[config.mk]
export PLATFORM = sky130hd
export DESIGN_NAME = cspl_queue
export DESIGN_NICKNAME = d
export VERILOG_FILES = /design/src/cspl_pkg.sv /design/src/cspl_queue.sv
export SDC_FILE = /design/constraint.sdc
export NUM_CORES = 1
export LEC_CHECK = 0
export ABC_AREA = 1
export BUFFER_PORTS_ARGS = -buffer_cell sky130_fd_sc_hd__buf_2
export CAP_MARGIN = 20
export CORE_MARGIN = 2
export CORE_UTILIZATION = 45
export CTS_CLUSTER_SIZE = 14
export DETAILED_ROUTE_END_ITERATION = 8
export GPL_TIMING_DRIVEN = 0
export PLACE_DENSITY_LB_ADDON = 0.2
export SLEW_MARGIN = 20
export SYNTH_ARGS = -nofsm -noshare
export SYNTH_HDL_FRONTEND = slang
export SYNTH_SLANG_ARGS = --single-unit
export TNS_END_PERCENT = 20
[constraint.sdc]
create_clock -name clk -period 2 [get_ports clk]
set_clock_uncertainty 0.2 [all_clocks]
set_input_delay 0.1 -clock clk [delete_from_list [all_inputs] [get_ports clk]]
set_output_delay 0.1 -clock clk [all_outputs]
set_load 0.02 [all_outputs]
[src/cspl_pkg.sv]
`timescale 1ns / 1ps
// ----------------------------------------------------------------------------
// cspl_pkg
// Shared types, constants and the Hermite basis function of the cardinal spline
// interpolator.
// ----------------------------------------------------------------------------
package cspl_pkg;

  localparam int CHANNELS_DEF   = 4;
  localparam int COORD_BITS_DEF = 24;

  localparam int SEGMENTS    = 16;
  localparam int SEG_LOG2    = $clog2(SEGMENTS);
  localparam int T_W         = $clog2(SEGMENTS + 1);
  localparam int COEF_W      = 3 * SEG_LOG2 + 2;
  localparam int FRAC_BITS   = 8;
  localparam int DIV_SHIFT   = FRAC_BITS + 3 * SEG_LOG2;
  localparam int AXES        = 2;
  localparam int WIN_PTS     = 4;
  localparam int HIST_DEPTH  = 3;
  localparam int QUEUE_DEPTH = 2;

  localparam int TENSION_W             = 9;
  localparam logic [TENSION_W-1:0] TENSION_RESET = 9'd128;
  localparam int PADDR_W               = 3;
  localparam int PDATA_W               = 32;
  localparam logic REG_TENSION         = 1'b0;

  localparam logic OP_ADD   = 1'b0;
  localparam logic OP_CLEAR = 1'b1;

  typedef struct packed {
    logic       echo;
    logic [1:0] channel;
  } cspl_job_ctrl_t;

  localparam int CTRL_W = $bits(cspl_job_ctrl_t);

  typedef struct packed {
    logic [1:0] channel;
    logic       path_start;
    logic       last_of_run;
  } cspl_tag_t;

  typedef struct packed {
    logic signed [COEF_W-1:0] a;
    logic signed [COEF_W-1:0] b;
    logic signed [COEF_W-1:0] c;
    logic signed [COEF_W-1:0] e;
  } cspl_coef_t;

  function automatic cspl_coef_t cspl_coef(input logic [T_W-1:0] t);
    int ti;
    int s;
    cspl_coef_t r;
    ti  = int'(t);
    s   = SEGMENTS;
    r.a = COEF_W'(2 * ti * ti * ti - 3 * ti * ti * s + s * s * s);
    r.b = COEF_W'(3 * ti * ti * s - 2 * ti * ti * ti);
    r.c = COEF_W'(ti * ti * ti - 2 * ti * ti * s + ti * s * s);
    r.e = COEF_W'(ti * ti * ti - ti * ti * s);
    return r;
  endfunction

endpackage

[src/cspl_queue.sv]
`timescale 1ns / 1ps
// ----------------------------------------------------------------------------
// cspl_queue
// Short register queue of segment and echo jobs between the front and the back.
// ----------------------------------------------------------------------------
module cspl_queue #(
  parameter int WIDTH = 8,
  parameter int DEPTH = cspl_pkg::QUEUE_DEPTH
) (
  input  logic             clk,
  input  logic             rst,
  input  logic             push_valid,
  input  logic [WIDTH-1:0] push_data,
  output logic             push_stall,
  output logic             pop_valid,
  output logic [WIDTH-1:0] pop_data,
  input  logic             pop_stall
);
  localparam int PTR_W = (DEPTH > 1) ? $clog2(DEPTH) : 1;
  localparam int CNT_W = $clog2(DEPTH + 1);
  localparam logic [PTR_W-1:0] PTR_LAST = PTR_W'(DEPTH - 1);

  logic [WIDTH-1:0] mem [DEPTH];
  logic [PTR_W-1:0] wr_ptr;
  logic [PTR_W-1:0] rd_ptr;
  logic [CNT_W-1:0] count;
  logic             do_push;
  logic             do_pop;

  always_comb begin
    push_stall = (count == CNT_W'(DEPTH));
    pop_valid  = (count != '0);
    pop_data   = mem[rd_ptr];
    do_push    = push_valid && !push_stall;
    do_pop     = pop_valid && !pop_stall;
  end

  always_ff @(posedge clk) begin
    if (rst) begin
      wr_ptr <= '0;
      rd_ptr <= '0;
      count  <= '0;
    end else begin
      if (do_push) begin
        wr_ptr <= (wr_ptr == PTR_LAST) ? '0 : wr_ptr + PTR_W'(1);
      end
      if (do_pop) begin
        rd_ptr <= (rd_ptr == PTR_LAST) ? '0 : rd_ptr + PTR_W'(1);
      end
      if (do_push && !do_pop) begin
        count <= count + CNT_W'(1);
      end else if (do_pop && !do_push) begin
        count <= count - CNT_W'(1);
      end
    end
  end

  always_ff @(posedge clk) begin
    if (do_push) begin
      mem[wr_ptr] <= push_data;
    end
  end

endmodule

==> out/results.txt <==
Outcome: complete, no violations
Initial antenna violation count: 0
CTS tree: done
Core box area: 1730 sq um
Starting density of the core: 47.7%
Final Hold Fails: 0
Layout Utilization: 63.6%
Netlist cell types: 14
Crit. End Element: register
Net Sw Power: 0.420 mW
Max transition margin: 54.8%
Clock sinks: 21
Largest net degree at the start of global routing: 13
Max Root-Sink Buffers: 2
First-pass GRT wire length: 1.90 mm
Critical Path Start Type: register
DP Worst Slack: 0.310 ns
Yosys reg bits: 21
Switch share: 34.4%
Routed WL: 1.29 mm
Vias in the first global route: 476
Global route overflow: 0
1st-iter DRT viols: 3
WL/cell: 10.4 um
PortBufs: 21
Max-cap violations: 0
Sequential share of power: 48.3%
Diode count: 0
Row cnt: 15
GRT Resource Usage Total: 13.3%
Via density: 4.39
Worst-Margin Slew: 0.675 ns
Ports: 22
Critical Path RT: 1.74 ns
Mapped Nets: 76
Clock Tree Root: clkbuf_4
RSZ-0062 raised after global routing: no
H-tree Lvls: 1
Worst EP arrival: 1.39 ns
Final period util: 82.6%
Post-synth top area share: 58.4%
Placer Congestion: 0.750
Antenna Nets Post-Route: 0
Clock latency on the worst-skew pair: 0.29 ns
Syn-to-layout area delta: 33.3%
Worst Hold Class: register to register
Crit-path max FO: 8
Seq/Total Area, Yosys: 70.5%
Leading area contributor after synthesis: edfxtp_1
P_leak: 0.468 nW
Drt drc: 0
Yosys warns: 0
Minimum clock period: 1.65 ns
Share of cells above drive strength 1: 36.4%
HPWL Detailed: 873 um
Post-CTS Setup Bufs: 0
Total negative setup slack: 0 ns
Die span in y: 46.8 um
Via count: 544
Tot Pwr: 1.22 mW
CTS buffer count: 3
Clock transition at path regs: 0.11 ns
Drt first pass iters: 4
Post-Synthesis Cell Area: 823 sq um
NumNets Final: 113
CP Class: register to register
Max Clk Rate: 606 MHz
Final setup violation count: 0
Die Wd: 46.8 um
Total die area: 2190 sq um
Power Dens Cells: 1110 nW/um^2
Comb power frac: 35.8%
Internal power: 0.801 mW
Synth top area cells: edfxtp_1 58%, dfxtp_1 12%, mux2_2 11%
Cell count after synthesis: 63
Max Slew Vio Count: 0
Worst-case vdd ir drop: 0.578 mV
Final worst slack: 0.349 ns
Clock network fraction of design power: 15.9%
Synthesized area per cell: 13.1 sq um
[state kept, by name (all words and copies together) (netlist names), named ones only]
signal,count
rd_ptr,1
count,2
wr_ptr,1
mem,16
[power by group through the flow]
| stage | clock [mW] | sequential, mW | combinational, mW |
|---|---|---|---|
| floorplan | 0 | 0.593 | 0.314 |
| global placement | 0 | 0.596 | 0.417 |
| detailed placement | 0 | 0.601 | 0.426 |
| CTS | 0.202 | 0.591 | 0.445 |
| global route | 0.220 | 0.597 | 0.488 |
| finish | 0.194 | 0.590 | 0.437 |
[final timing paths]
check	endpoint	start	slack, ns	cells past startpoint
setup / recovery	mem[1][2]	count[0]	0.35	2
hold / removal	wr_ptr	wr_ptr	0.31	2
setup reg to reg	mem[1][2]	count[0]	0.35	2
hold reg to reg	wr_ptr	wr_ptr	0.31	2
[Yosys cell counts]
library cell,n
a21oi_1,2
buf_2,1
dfxtp_1,5
edfxtp_1,16
ha_1,1
inv_1,8
inv_2,1
mux2_2,8
nand2_1,7
nand3_1,2
nand4_1,1
nor2_1,8
o21ai_0,2
o21ai_2,1
[placed cells by master (no fill, tap or decap)]
cell | netlist | final
buf_2 | 1 | 22
edfxtp_1 | 16 | 16
dlygate4sd3_1 | 0 | 11
mux2_2 | 8 | 8
inv_1 | 8 | 8
nor2_1 | 8 | 8
nand2_1 | 7 | 7
dfxtp_1 | 5 | 5
clkbuf_4 | 0 | 3
o21ai_0 | 2 | 2
a21oi_1 | 2 | 2
nand3_1 | 2 | 2
inv_2 | 1 | 1
o21ai_2 | 1 | 1
nand4_1 | 1 | 1
ha_1 | 1 | 1
clkinv_2 | 0 | 1
[cell families (layout without fill, tap and decap cells)]
logic type | Yosys count | in the layout | share of synthesized area (%)
buffers and inverters | 10 | 46 | 4.71
AOI/OAI and AO/OA | 5 | 5 | 3.50
DFF | 21 | 21 | 70.5
adders and majority gates | 1 | 1 | 1.52
and+or+nand+nor | 18 | 18 | 8.82
muxes | 8 | 8 | 10.9
[final cells by class]
cell class | instances | area [sq um]
Buffer | 1 | 5.00
Clock inverter | 1 | 5.00
Multi-Input combinational cell | 32 | 204
Fill cell | 152 | 629
Timing Repair Buffer | 32 | 215
Inverter | 9 | 33.8
Clock buffer | 3 | 22.5
Sequential cell | 21 | 581
Tap cell | 25 | 31.3
[critical path, stage by stage (launching register included)]
cell and delay [ns]:
dfxtp_1 0.45, o21ai_2 0.11, nor2_1 0.53
[layer usage]
layer	up-vias	part of all wire, %	GRT usage, %
li1	286	-	-
met1	241	45	15.9
met2	15	49	21.1
met3	2	4.7	2.69
met4	0	1.3	10.0
met5	-	0	0
[stage by stage]
stage               area, sq um  hold slack [ns]  instances
CTS                        1100            0.312        124
floorplan                   823         -0.00113         63
detailed placement          960           0.0920        109
global route               1100            0.308        124
global placement            960           0.0875        109
finish                     1100            0.312        124
[repair_timing]
| item | CTS | global route |
|---|---|---|
| resized for setup | 0 | 0 |
| endpoints found under the hold margin | 21 | 0 |
| hold buffers | 11 | 0 |
(Power assumes the default switching activity.)
