===== config.mk =====
export PLATFORM = sky130hd
export DESIGN_NAME = cspl_front
export DESIGN_NICKNAME = d
export VERILOG_FILES = /design/src/cspl_pkg.sv /design/src/cspl_front.sv
export SDC_FILE = /design/constraint.sdc
export NUM_CORES = 1
export LEC_CHECK = 0
export BUFFER_PORTS_ARGS = -buffer_cell sky130_fd_sc_hd__buf_2
export CAP_MARGIN = 20
export CORE_MARGIN = 2
export CORE_UTILIZATION = 63
export DETAILED_ROUTE_END_ITERATION = 8
export PLACE_DENSITY = 0.94
export SETUP_SLACK_MARGIN = 0.5
export SKIP_LAST_GASP = 1
export SLEW_MARGIN = 20
export SYNTH_ARGS = -nofsm -noshare
export SYNTH_HDL_FRONTEND = slang
export SYNTH_SLANG_ARGS = --single-unit

===== constraint.sdc =====
create_clock -name clk -period 19.03 [get_ports clk]
set_clock_uncertainty 0.2 [all_clocks]
set_input_delay 4.7575 -clock clk [delete_from_list [all_inputs] [get_ports clk]]
set_output_delay 4.7575 -clock clk [all_outputs]
set_load 0.05 [all_outputs]

===== src/cspl_pkg.sv =====
`timescale 1ns / 1ps
// ----------------------------------------------------------------------------
// cspl_pkg
// Shared types, constants and the Hermite basis function of the cardinal spline
// interpolator.
// ----------------------------------------------------------------------------
package cspl_pkg;

  localparam int CHANNELS_DEF   = 4;
  localparam int COORD_BITS_DEF = 24;

  localparam int SEGMENTS    = 16;
  localparam int SEG_LOG2    = $clog2(SEGMENTS);
  localparam int T_W         = $clog2(SEGMENTS + 1);
  localparam int COEF_W      = 3 * SEG_LOG2 + 2;
  localparam int FRAC_BITS   = 8;
  localparam int DIV_SHIFT   = FRAC_BITS + 3 * SEG_LOG2;
  localparam int AXES        = 2;
  localparam int WIN_PTS     = 4;
  localparam int HIST_DEPTH  = 3;
  localparam int QUEUE_DEPTH = 2;

  localparam int TENSION_W             = 9;
  localparam logic [TENSION_W-1:0] TENSION_RESET = 9'd128;
  localparam int PADDR_W               = 3;
  localparam int PDATA_W               = 32;
  localparam logic REG_TENSION         = 1'b0;

  localparam logic OP_ADD   = 1'b0;
  localparam logic OP_CLEAR = 1'b1;

  typedef struct packed {
    logic       echo;
    logic [1:0] channel;
  } cspl_job_ctrl_t;

  localparam int CTRL_W = $bits(cspl_job_ctrl_t);

  typedef struct packed {
    logic [1:0] channel;
    logic       path_start;
    logic       last_of_run;
  } cspl_tag_t;

  typedef struct packed {
    logic signed [COEF_W-1:0] a;
    logic signed [COEF_W-1:0] b;
    logic signed [COEF_W-1:0] c;
    logic signed [COEF_W-1:0] e;
  } cspl_coef_t;

  function automatic cspl_coef_t cspl_coef(input logic [T_W-1:0] t);
    int ti;
    int s;
    cspl_coef_t r;
    ti  = int'(t);
    s   = SEGMENTS;
    r.a = COEF_W'(2 * ti * ti * ti - 3 * ti * ti * s + s * s * s);
    r.b = COEF_W'(3 * ti * ti * s - 2 * ti * ti * ti);
    r.c = COEF_W'(ti * ti * ti - 2 * ti * ti * s + ti * s * s);
    r.e = COEF_W'(ti * ti * ti - ti * ti * s);
    return r;
  endfunction

endpackage


===== src/cspl_front.sv =====
`timescale 1ns / 1ps
// ----------------------------------------------------------------------------
// cspl_front
// Accepts point items, keeps the per-channel point history and issues echo
// and segment jobs to the queue.
// ----------------------------------------------------------------------------
module cspl_front #(
  parameter int CHANNELS   = cspl_pkg::CHANNELS_DEF,
  parameter int COORD_BITS = cspl_pkg::COORD_BITS_DEF
) (
  input  logic                                                     clk,
  input  logic                                                     rst,
  input  logic                                                     point_valid,
  output logic                                                     point_stall,
  input  logic                                                     opcode,
  input  logic [1:0]                                               channel,
  input  logic signed [COORD_BITS-1:0]                             x_in,
  input  logic signed [COORD_BITS-1:0]                             y_in,
  output logic                                                     push_valid,
  output logic [cspl_pkg::CTRL_W+cspl_pkg::AXES*cspl_pkg::WIN_PTS*COORD_BITS-1:0] push_data,
  input  logic                                                     push_stall
);
  import cspl_pkg::*;

  localparam int CH_W = (CHANNELS > 1) ? $clog2(CHANNELS) : 1;
  localparam logic [1:0] SEEN_NONE = 2'd0;
  localparam logic [1:0] SEEN_TWO  = 2'd2;
  localparam logic [1:0] SEEN_FULL = 2'd3;

  logic [1:0]                  seen [CHANNELS];
  logic signed [COORD_BITS-1:0] hist [CHANNELS][AXES][HIST_DEPTH];
  logic signed [COORD_BITS-1:0] new_pt [AXES];
  logic [CH_W-1:0]             ch_idx;
  logic                        ch_ok;
  logic                        accept;
  logic [1:0]                  cur_seen;
  cspl_job_ctrl_t              ctrl;

  always_comb begin
    ch_idx      = CH_W'(channel);
    ch_ok       = (int'(channel) < CHANNELS);
    point_stall = push_stall;
    accept      = point_valid && !push_stall && ch_ok;
    cur_seen    = seen[ch_idx];
    new_pt[0]   = x_in;
    new_pt[1]   = y_in;
    ctrl.echo    = (cur_seen == SEEN_NONE);
    ctrl.channel = channel;
    push_valid  = point_valid && ch_ok && (opcode == OP_ADD) &&
                  ((cur_seen == SEEN_NONE) || (cur_seen == SEEN_FULL));
    push_data[AXES*WIN_PTS*COORD_BITS +: CTRL_W] = ctrl;
    for (int ax = 0; ax < AXES; ax++) begin
      for (int k = 0; k < WIN_PTS; k++) begin
        if (ctrl.echo || (k == WIN_PTS - 1)) begin
          push_data[(ax*WIN_PTS+k)*COORD_BITS +: COORD_BITS] = new_pt[ax];
        end else begin
          push_data[(ax*WIN_PTS+k)*COORD_BITS +: COORD_BITS] = hist[ch_idx][ax][k];
        end
      end
    end
  end

  always_ff @(posedge clk) begin
    if (rst) begin
      for (int i = 0; i < CHANNELS; i++) begin
        seen[i] <= SEEN_NONE;
      end
    end else if (accept) begin
      if (opcode == OP_CLEAR) begin
        seen[ch_idx] <= SEEN_NONE;
      end else begin
        unique case (cur_seen)
          SEEN_NONE: seen[ch_idx] <= SEEN_TWO;
          default:   seen[ch_idx] <= SEEN_FULL;
        endcase
      end
    end
  end

  always_ff @(posedge clk) begin
    if (accept && (opcode == OP_ADD)) begin
      for (int ax = 0; ax < AXES; ax++) begin
        unique case (cur_seen)
          SEEN_NONE: begin
            hist[ch_idx][ax][0] <= new_pt[ax];
            hist[ch_idx][ax][1] <= new_pt[ax];
          end
          SEEN_FULL: begin
            hist[ch_idx][ax][0] <= hist[ch_idx][ax][1];
            hist[ch_idx][ax][1] <= hist[ch_idx][ax][2];
            hist[ch_idx][ax][2] <= new_pt[ax];
          end
          default: begin
            hist[ch_idx][ax][2] <= new_pt[ax];
          end
        endcase
      end
    end
  end

endmodule


==> summary.md <==
| Metric | Value |
|---|---|
| Status | `complete, no violations` |
| Gr usage total | `0.2523` |
| Syn Area/Cell | `21.86 sq um` |
| H-tree depth | `2` |
| Commonest non-fill, non-tap cell in the layout | `edfxtp_1` |
| Post-Route Setup TNS | `0 ns` |
| # hold bufs at CTS | `0` |
| Worst-path clk slew | `0.06 ns` |
| Peak supply drop | `0.09485 mV` |
| DRC Markers | `0` |
| Final setup vio count | `0` |
| Hold slack | `0.6417 ns` |
| Clk Latency, worst-skew pair | `0.59 ns` |
| Post-synth cell types | `20` |
| Placer Congestion | `0.7379` |
| Dpl hpwl | `28180 um` |
| Yosys warning count | `0` |
| Leak | `9.131 nW` |
| IO Pins | `252` |
| Unrepaired setup endpoints after global routing | `no` |
| Fmax | `0.07323 GHz` |
| Seq/Total Area, Yosys | `0.7164` |
| Dominant synthesized flop cell | `edfxtp_1` |
| Fin crit period | `13.66 ns` |
| Router iterations before antenna repair | `5` |
| First-pass GRT wire length | `76000 um` |
| Slew Limit Fails | `0` |
| Initial core utilization | `0.6364` |
| CP Capture Type | `output port` |
| FP Rows | `72` |
| Max_slew headroom | `0.2782` |
| CP Launch Type | `input pin` |
| Buffers from clock root to sink, at most | `3` |
| Async set-reset flop share out of synthesis | `0` |
| Period utilisation layout | `0.7176` |
| Critical path class | `in2out` |
| Number of flops mapped to enable cells by yosys | `584` |
| Post-CTS sizing | `0` |
| Vias per inst | `6.285` |
| CP arrival | `8.70 ns` |
| Most frequent cells in the layout | `edfxtp_1, buf_2, mux2_2` |
| Post-synthesis cell count | `1120` |
| Cell Pwr Density | `105.0 nW/um^2` |
| Nets@finish | `1391` |
| Synthesized Nets | `1177` |
| HP Class | `reg2reg` |
| Area growth syn-to-layout | `12.99%` |
| Post-layout power | `2.905 mW` |
| CTS buffer count | `55` |
| Initial antenna violation count | `0` |
| Via Count | `11917` |
| Post-CTS Setup Repair Bufs | `0` |
| Clock Tree Root | `clkbuf_16` |
| CTS tree | `yes` |
| Routed Antenna Nets | `0` |
| Final Hold Fails | `0` |
| Crit Path Max Fanout | `78` |
| Layout cell share with drive strength beyond 1 | `0.5421` |
| Die Wd | `201.1 um` |
| Die Height | `201.1 um` |
| # port buffers | `251` |
| DIE AREA | `40450 sq um` |
| # Max-Cap Violations | `0` |
| Number of synthesized register bits | `584` |
| Clock tree sinks | `584` |
| Largest net degree at the start of global routing | `79` |
| Gr ovfl total | `0` |
| Synth Cell Area | `24480 sq um` |
| Number of DRC markers in iteration 0 | `1172` |
| Vias in the first global route | `12093` |
| Routed WL per cell | `26.47 um` |
| Worst Path Required | `14.07 ns` |
| Worst-Margin Slew | `1.083 ns` |
| Core area | `38470 sq um` |
| Ant diodes | `0` |
| Final wirelength | `50190 um` |
area by class of cell:
cell class | count | area [sq um]
flip-flops and latches | 584 | 17540
fillers | 2177 | 10810
multi-input cells | 418 | 6250
clock buffers | 66 | 1460
repair buffers | 273 | 1438
well taps | 518 | 648.1
clock inverters | 35 | 320.3
inverters | 2 | 7.507
flip-flops by register name, summed over array words and instances (netlist names):
signal  flops
hist      576
seen        8
worst max-delay path, cell delays in order:
cell and delay, ns:
buf_8 0.53, mux4_2 0.62, inv_1 0.11, ha_4 0.79
buf_4 0.87, mux2_2 0.43, buf_2 0.21
worst paths after layout:
check,slack (ns),cells after the start,end,from
worst max register to register,13.78,8,hist[2][142]$_DFFE_PP_,seen[3][1]$_DFFE_PP_
worst min-delay path,0.64,2,hist[3][129]$_DFFE_PP_,hist[0][105]$_DFFE_PP_
worst max-delay path,5.37,7,push_data[67],channel[0]
worst min register to register,0.64,2,hist[3][129]$_DFFE_PP_,hist[0][105]$_DFFE_PP_
report_power, final:
group	switching, mW	leakage (nW)	internal (mW)
Combinational	0.271	3.00	0.117
Clock	0.457	0.863	0.626
Sequential	0.00318	5.27	1.43
per-layer routing:
metal / GRT usage / share of wire
met5: 0 / 0
met4: 0.06243 / 0.019
met3: 0.04859 / 0.081
met2: 0.4177 / 0.51
met1: 0.3540 / 0.39
cell usage after synthesis (2+ instances only):
cell type,count,area share
nor4_1,3,0.00077
mux2_2,240,0.11
buf_2,26,0.0053
nor3_1,12,0.0025
inv_1,2,0.00031
clkbuf_1,18,0.0028
ha_1,2,0.0010
edfxtp_1,584,0.72
mux4_2,146,0.13
nand2b_1,3,0.00077
o21bai_1,4,0.0012
nor2_1,3,0.00046
buf_6,11,0.0051
buf_1,10,0.0015
buf_4,51,0.016
logic make-up (layout without fill, tap and decap cells):
group / after synthesis / after routing / synth area share
AO/OA/AOI/OAI: 4 / 4 / 0.001227
adder cells (fa/ha/maj): 2 / 2 / 0.001022
buffers and inverters: 118 / 376 / 0.03062
flip-flops: 584 / 584 / 0.7164
multiplexers: 386 / 386 / 0.2447
AND/OR/NAND/NOR: 26 / 26 / 0.006032
per-stage QoR:
step	instances	utilization	setup slack (ns)	instance area, sq um
detailed placement	1795	0.6728	5.352	25880
global route	1896	0.7191	5.082	27660
finish	1896	0.7191	5.373	27660
floorplan	1120	-	4.461	24480
CTS	1896	0.7191	5.348	27660
global placement	1795	0.6728	5.458	25880
Power figures use the tool's default switching activity.
